[config.mk]
export PLATFORM = sky130hd
export DESIGN_NAME = rsi_ctrl
export DESIGN_NICKNAME = d
export VERILOG_FILES = /design/src/rtl/core/rsi_pkg.sv /design/src/rtl/core/rsi_ctrl.sv
export SDC_FILE = /design/constraint.sdc
export NUM_CORES = 1
export LEC_CHECK = 0
export BUFFER_PORTS_ARGS = -buffer_cell sky130_fd_sc_hd__clkbuf_2
export CAP_MARGIN = 10
export CORE_AREA = 2 2 39 41
export CTS_CLUSTER_SIZE = 10
export DETAILED_ROUTE_END_ITERATION = 8
export DIE_AREA = 0 0 41 43
export GPL_ROUTABILITY_DRIVEN = 0
export HOLD_SLACK_MARGIN = 0.1
export PLACE_DENSITY = 0.79
export SLEW_MARGIN = 20
export SYNTH_ARGS = -nofsm -noshare
export SYNTH_HDL_FRONTEND = slang
export SYNTH_SLANG_ARGS = --single-unit
[constraint.sdc]
create_clock -name aclk -period 2.4 [get_ports aclk]
set_input_delay 0.36 -clock aclk [delete_from_list [all_inputs] [get_ports aclk]]
set_output_delay 0.36 -clock aclk [all_outputs]
set_load 0.02 [all_outputs]
[src/rtl/core/rsi_pkg.sv]
// Shared types and constants of the relative strength index block.
package rsi_pkg;

    // Default sizes handed to the top-level parameters
    localparam int DEF_MAX_WINDOW = 64;
    localparam int DEF_FRAC_BITS  = 16;
    localparam int DEF_PRICE_BITS = 32;

    // Register widths and reset values
    localparam int WL_W       = 7;
    localparam int WL_RESET   = 14;
    localparam int MIN_WINDOW = 2;

    // Result format: RSI in hundredths, 0..10000
    localparam int RSI_W     = 14;
    localparam int RSI_SCALE = 10000;

    // Configuration port
    localparam int APB_AW    = 3;
    localparam int APB_DW    = 32;
    localparam int REG_IDX_W = 1;

    localparam logic [REG_IDX_W-1:0] REG_WINDOW_LENGTH = 1'd0;
    localparam logic [REG_IDX_W-1:0] REG_AVERAGE_MODE  = 1'd1;

    localparam logic MODE_SMOOTHED = 1'b0;
    localparam logic MODE_STANDARD = 1'b1;

    // Commands from the controller to the datapath
    typedef struct packed {
        logic in_ready;
        logic change;
        logic update;
        logic avg_start;
        logic ratio_prep;
        logic ratio_start;
        logic emit;
    } rsi_cmd_t;

    // Status from the datapath to the controller
    typedef struct packed {
        logic series_start;
        logic avg_needed;
        logic avg_done;
        logic den_zero;
        logic ratio_done;
        logic out_free;
    } rsi_status_t;

endpackage

[src/rtl/core/rsi_ctrl.sv]
// Sequencer that steps one price request through the datapath.
module rsi_ctrl (
    input  logic                 aclk,
    input  logic                 aresetn,
    input  logic                 s_tvalid,
    input  rsi_pkg::rsi_status_t status,
    output rsi_pkg::rsi_cmd_t    cmd
);
    import rsi_pkg::*;

    typedef enum logic [3:0] {
        ST_IDLE,
        ST_CHANGE,
        ST_UPDATE,
        ST_AVG_START,
        ST_AVG_WAIT,
        ST_RATIO_PREP,
        ST_RATIO_START,
        ST_RATIO_WAIT,
        ST_EMIT
    } state_t;

    state_t   state_reg, state_next;
    rsi_cmd_t cmd_reg, cmd_next;
    rsi_cmd_t cmd_idle;

    // Idle command word: ready for a request
    always_comb begin
        cmd_idle          = '0;
        cmd_idle.in_ready = 1'b1;
    end

    // Next state
    always_comb begin
        state_next = state_reg;
        case (state_reg)
            ST_IDLE:        if (s_tvalid) state_next = ST_CHANGE;
            ST_CHANGE:      state_next = status.series_start ? ST_EMIT : ST_UPDATE;
            ST_UPDATE:      state_next = status.avg_needed ? ST_AVG_START : ST_EMIT;
            ST_AVG_START:   state_next = ST_AVG_WAIT;
            ST_AVG_WAIT:    if (status.avg_done) state_next = ST_RATIO_PREP;
            ST_RATIO_PREP:  state_next = status.den_zero ? ST_EMIT : ST_RATIO_START;
            ST_RATIO_START: state_next = ST_RATIO_WAIT;
            ST_RATIO_WAIT:  if (status.ratio_done) state_next = ST_EMIT;
            ST_EMIT:        if (status.out_free) state_next = ST_IDLE;
            default:        state_next = ST_IDLE;
        endcase
    end

    // Commands follow the state being entered
    always_comb begin
        cmd_next = '0;
        case (state_next)
            ST_IDLE:        cmd_next.in_ready    = 1'b1;
            ST_CHANGE:      cmd_next.change      = 1'b1;
            ST_UPDATE:      cmd_next.update      = 1'b1;
            ST_AVG_START:   cmd_next.avg_start   = 1'b1;
            ST_RATIO_PREP:  cmd_next.ratio_prep  = 1'b1;
            ST_RATIO_START: cmd_next.ratio_start = 1'b1;
            ST_EMIT:        cmd_next.emit        = 1'b1;
            default:        cmd_next = '0;
        endcase
    end

    always_ff @(posedge aclk) begin
        if (!aresetn) begin
            state_reg <= ST_IDLE;
            cmd_reg   <= cmd_idle;
        end else begin
            state_reg <= state_next;
            cmd_reg   <= cmd_next;
        end
    end

    assign cmd = cmd_reg;
endmodule

# After elaboration in Yosys (flattened, before gate mapping)
# Cells that the tools add are included.
dict set report totals {
  ff_bits 11
  output_inout_bits 7
}
dict set report classes {
  eq_ne 14
  muxes 15
  reduce_logical 2
}
# operator count
set op_table {}
lappend op_table {{4-bit one-hot mux with 9 select lines} 1}
lappend op_table {{4-bit 2-to-1 mux} 7}
lappend op_table {{4-bit by 3-bit == test with 1-bit output (second input constant)} 6}
lappend op_table {{4-bit by 2-bit == test with 1-bit output (second input constant)} 4}
lappend op_table {{4-bit by 1-bit == test with 1-bit output (second input constant)} 2}
lappend op_table {{4-bit == test (second input constant)} 2}
lappend op_table {{4-bit logical NOT} 2}
lappend op_table {{1-bit 2-to-1 mux} 7}

# Depth between registers and ports, before layout
dict set report depth {
  depth_word 4
  mapped_depth 5
  mapped_depth_nobuf 4
}

# Least setup slack after synthesis
# No wires, ideal clock.
dict set report synth_path {
  path_type {register -> register}
  startpoint {register state_reg[2]}
  endpoint {register cmd_reg (netlist bit cmd[4])}
  arrival_ns 1.320
  required_time_ns 2.313
  slack_ns 0.993
  stages_incl_launch_ff 6
  period_less_slack_ns 1.407
  path_cell_list {dfxtp_1 > buf_6 > mux2_1 > nand3_2 > o2111ai_2 > nor4b_4}
}
dict set report synth_via {
  elab_chain_cells 4
  word_cells_on_any_way 16
}
# element line
set synth_rtl {}
lappend synth_rtl {{start: declaration} rsi_ctrl.sv:23} ;# state_t state_reg, state_next;
lappend synth_rtl {{start signal: assignment} rsi_ctrl.sv:70} ;# state_reg <= state_next;
lappend synth_rtl {{4-bit == test (tied with other cells)} rsi_ctrl.sv:36} ;# case (state_reg)
lappend synth_rtl {{4-bit one-hot mux with 9 select lines (*)} rsi_ctrl.sv:36}
lappend synth_rtl {{4-bit by 2-bit == test with 1-bit output (*)} rsi_ctrl.sv:53} ;# case (state_next)
lappend synth_rtl {{1-bit 2-to-1 mux (*)} rsi_ctrl.sv:53}
lappend synth_rtl {{end signal: assignment} rsi_ctrl.sv:68} ;# cmd_reg <= cmd_idle;
lappend synth_rtl {{end signal: assignment} rsi_ctrl.sv:71} ;# cmd_reg <= cmd_next;
lappend synth_rtl {{end: declaration} rsi_ctrl.sv:24} ;# rsi_cmd_t cmd_reg, cmd_next;
# Every way passes the cells marked *; elsewhere a longest branch is shown, timed or not.
# A chain may end at the register's enable or synchronous reset.

# Worst setup path in the final report
# Ends and elaborated chain as after synthesis.

==> impl_results.md <==
* Ys async rst share at 0%
* Non-Filler Instances at 88
* Post_cts resized at 0
* Worst-path fanout max at 11
* Status: finished, final reports clean
* Buffers on Ports at 15
* GR Util met3 at 7.85%
* Post-DRT Antenna Nets at 0
* TritonCTS clock tree: done
* Rel. slew slack at 69.6%
* FF-to-FF setup slack at 770 ps
* Area of the core at 0.00138 mm²
* Hold Fails Final Rpt at 0
* Crit Path Category: flip-flop to flip-flop
* CTS clock-pin slew for the worst setup and hold paths at 70 ps
* Die Area at 0.00176 mm²
* Critical Path Source: state_reg[2]
* Worst VDD drop at 0.322 mV
* M2 GR Usage at 20.9%
* Final setup vio count at 0
* RSZ-0062 raised after global routing: false
* Final Cycle Share at 68.1%
* Post-synth top cells: dfxtp_1, inv_1, nor2_1
* Slew @ Worst Pin at 455 ps
* CP cell instances: nand2_1 > a32oi_2 > o2111ai_2 > nor4b_4
* Clk buf depth at 2
* Grt ovf at 0
* Post-synthesis register bit count at 11
* Syn nets at 66
* Main synth FF type: dfxtp_1
* Layout fillers at 142
* WL per Instance at 11.6 µm
* Largest net degree at the start of global routing at 12
* Met1 Resource Use GR at 18.2%
* 1st-pass router iterations at 4
* Area contributors post-synth: dfxtp_1, o32ai_4, nor4b_4
* Overall die height at 43 µm
* Class of the worst hold path: primary input to flip-flop
* Hold Path Origin: aresetn
* Arrival time worst endpoint at 1820 ps
* Setup crit end kind: flip-flop
* Tmin final at 1630 ps
* Fmax at 0.612 GHz
* R2R depth at 4
* Global-route wire length before repair at 1730 µm
* Syn Std Cell Area at 574 µm²
* Nets at 82
* Vias in the first global route at 398
* CP max stage cell: dfxtp_1
* Skew final at 3.73 ps
* CTS hold repair buffers at 0
* Root Buffer: clkbuf_4
* Post-synth top area share at 38.3%
* Setup crit start kind: flip-flop
* Num Clock Sinks at 11
* Synth area leader: dfxtp_1
* Die X at 41 µm
* Remaining DRCs at 0
* Launch point of the worst reg-to-reg path: state_reg[2]
* CTS H-tree depth at 1
* Yosys warnings at 0
* Count leader, synth: dfxtp_1
* Number of flops mapped to enable cells by yosys at 0
* Share of post-route cells with drive strength above 1 at 34.7%
* Synth Instances at 57
* Setup_tns at 0 ps
* Post-DP HPWL at 765 µm
* Syn_area_per_cell at 10.1 µm²
* Sequential area share after synthesis at 38.3%
* Number of DRC markers in iteration 0 at 4
* End of the worst register-to-register path: cmd[4]
* P_leak at 0.279 nW
* Pins Over Slew Limit at 0
* Worst Setup EP: cmd[4]
* Dpl cell area at 637 µm²
* Num rows at 14
* Gr busiest metal: met2
* Max FFs per register at 7
* Clock latency on the worst-skew pair at 260 ps
* Area delta synth->final at 15.5%
* Power Dens Cells at 582 mW/mm²
* Final wirelength at 1020 µm
* Number of diodes at 0
* Starting Density at 41.5%
* Setup bufs post-CTS at 0
* Critical path data required time at 2580 ps
* CTS Buf Count at 3
* Max Cap Viol at 0
* Vias post-DR at 461
* I/O pin total at 16
* Vias/cell at 5.24
* Inst Count DP at 84
* Initial antenna violation count at 0
* Final instance area at 663 µm²
* Netlist cell types at 30
* Max incr delay on CP at 600 ps
* GRT Resource Usage Total at 14.8%
## cells by family after synthesis
family / synth area share [%]
compound gates: 19.4
simple gates: 29.6
buf+inv: 8.93
flops: 38.3
mux: 3.70
## layout by cell type, fill, tap and decap left out, drive strengths merged
cell type  netlist  final
o21ai            2      2
a2bb2oi          1      1
or2              1      1
nand3b           1      1
dfxtp           11     11
and3             1      1
inv              5      5
and2             2      2
and4b            1      1
a32oi            1      1
a31oi            2      2
mux2i            1      1
nand2            1      1
o31ai            1      1
nor2             5      5
nor4b            1      1
clkbuf           0     19
nor3b            2      2
or3b             1      1
nor4             2      2
o221ai           1      1
nand3            3      3
or2b             1      1
o2111ai          1      1
nor3             2      2
a21oi            1      1
mux2             1      1
o32ai            1      1
## layer usage
| metal | wire [µm] | share of wire [%] |
|---|---|---|
| met5 | 0 | 0 |
| met4 | 17 | 1.7 |
| met3 | 49 | 4.8 |
| met2 | 479 | 47 |
| met1 | 472 | 46 |
## worst min path at each step
stage / end / slack (ps) / depth (start not counted)
final: cmd[6] / 310 / 2
after global routing: cmd[6] / 310 / 2
after CTS: cmd[6] / 300 / 2
after detailed placement: cmd[6] / 580 / 2
after global placement: cmd[6] / 580 / 2
after floorplan: cmd[6] / 430 / 1
## where the power goes
| part | internal (mW) | switching, mW | total (mW) |
|---|---|---|---|
| logic | 0.0281 | 0.0345 | 0.0626 |
| registers | 0.191 | 0.0108 | 0.202 |
| clock network | 0.0642 | 0.0571 | 0.121 |
## through the flow
stage / hold WS [ps] / total power [mW] / setup WS [ps] / util (%)
finish: 313 / 0.386 / 766 / 47.9
global route: 306 / 0.408 / 615 / 47.9
floorplan: 431 / 0.252 / 993 / -
CTS: 305 / 0.391 / 752 / 47.9
detailed placement: 578 / 0.269 / 786 / 46.0
global placement: 584 / 0.268 / 781 / 46.0
## layout make-up
class                           instances  area, µm²  area share, %
Clock buffer                            4       26.3           3.96
Inverter                                5       18.8           2.83
Multi-Input combinational cell         37        303           45.7
Sequential cell                        11        220           33.2
Tap cell                               16       20.0           3.02
Timing Repair Buffer                   15       75.1           11.3
## worst max-delay path, delay by kind of cell, from the launching register on
kind             cells  cell delay [ps]
AO/OA/AOI/OAI        2              550
flip-flops           1              600
AND/OR/NAND/NOR      2              400
(Power assumes the default switching activity.)
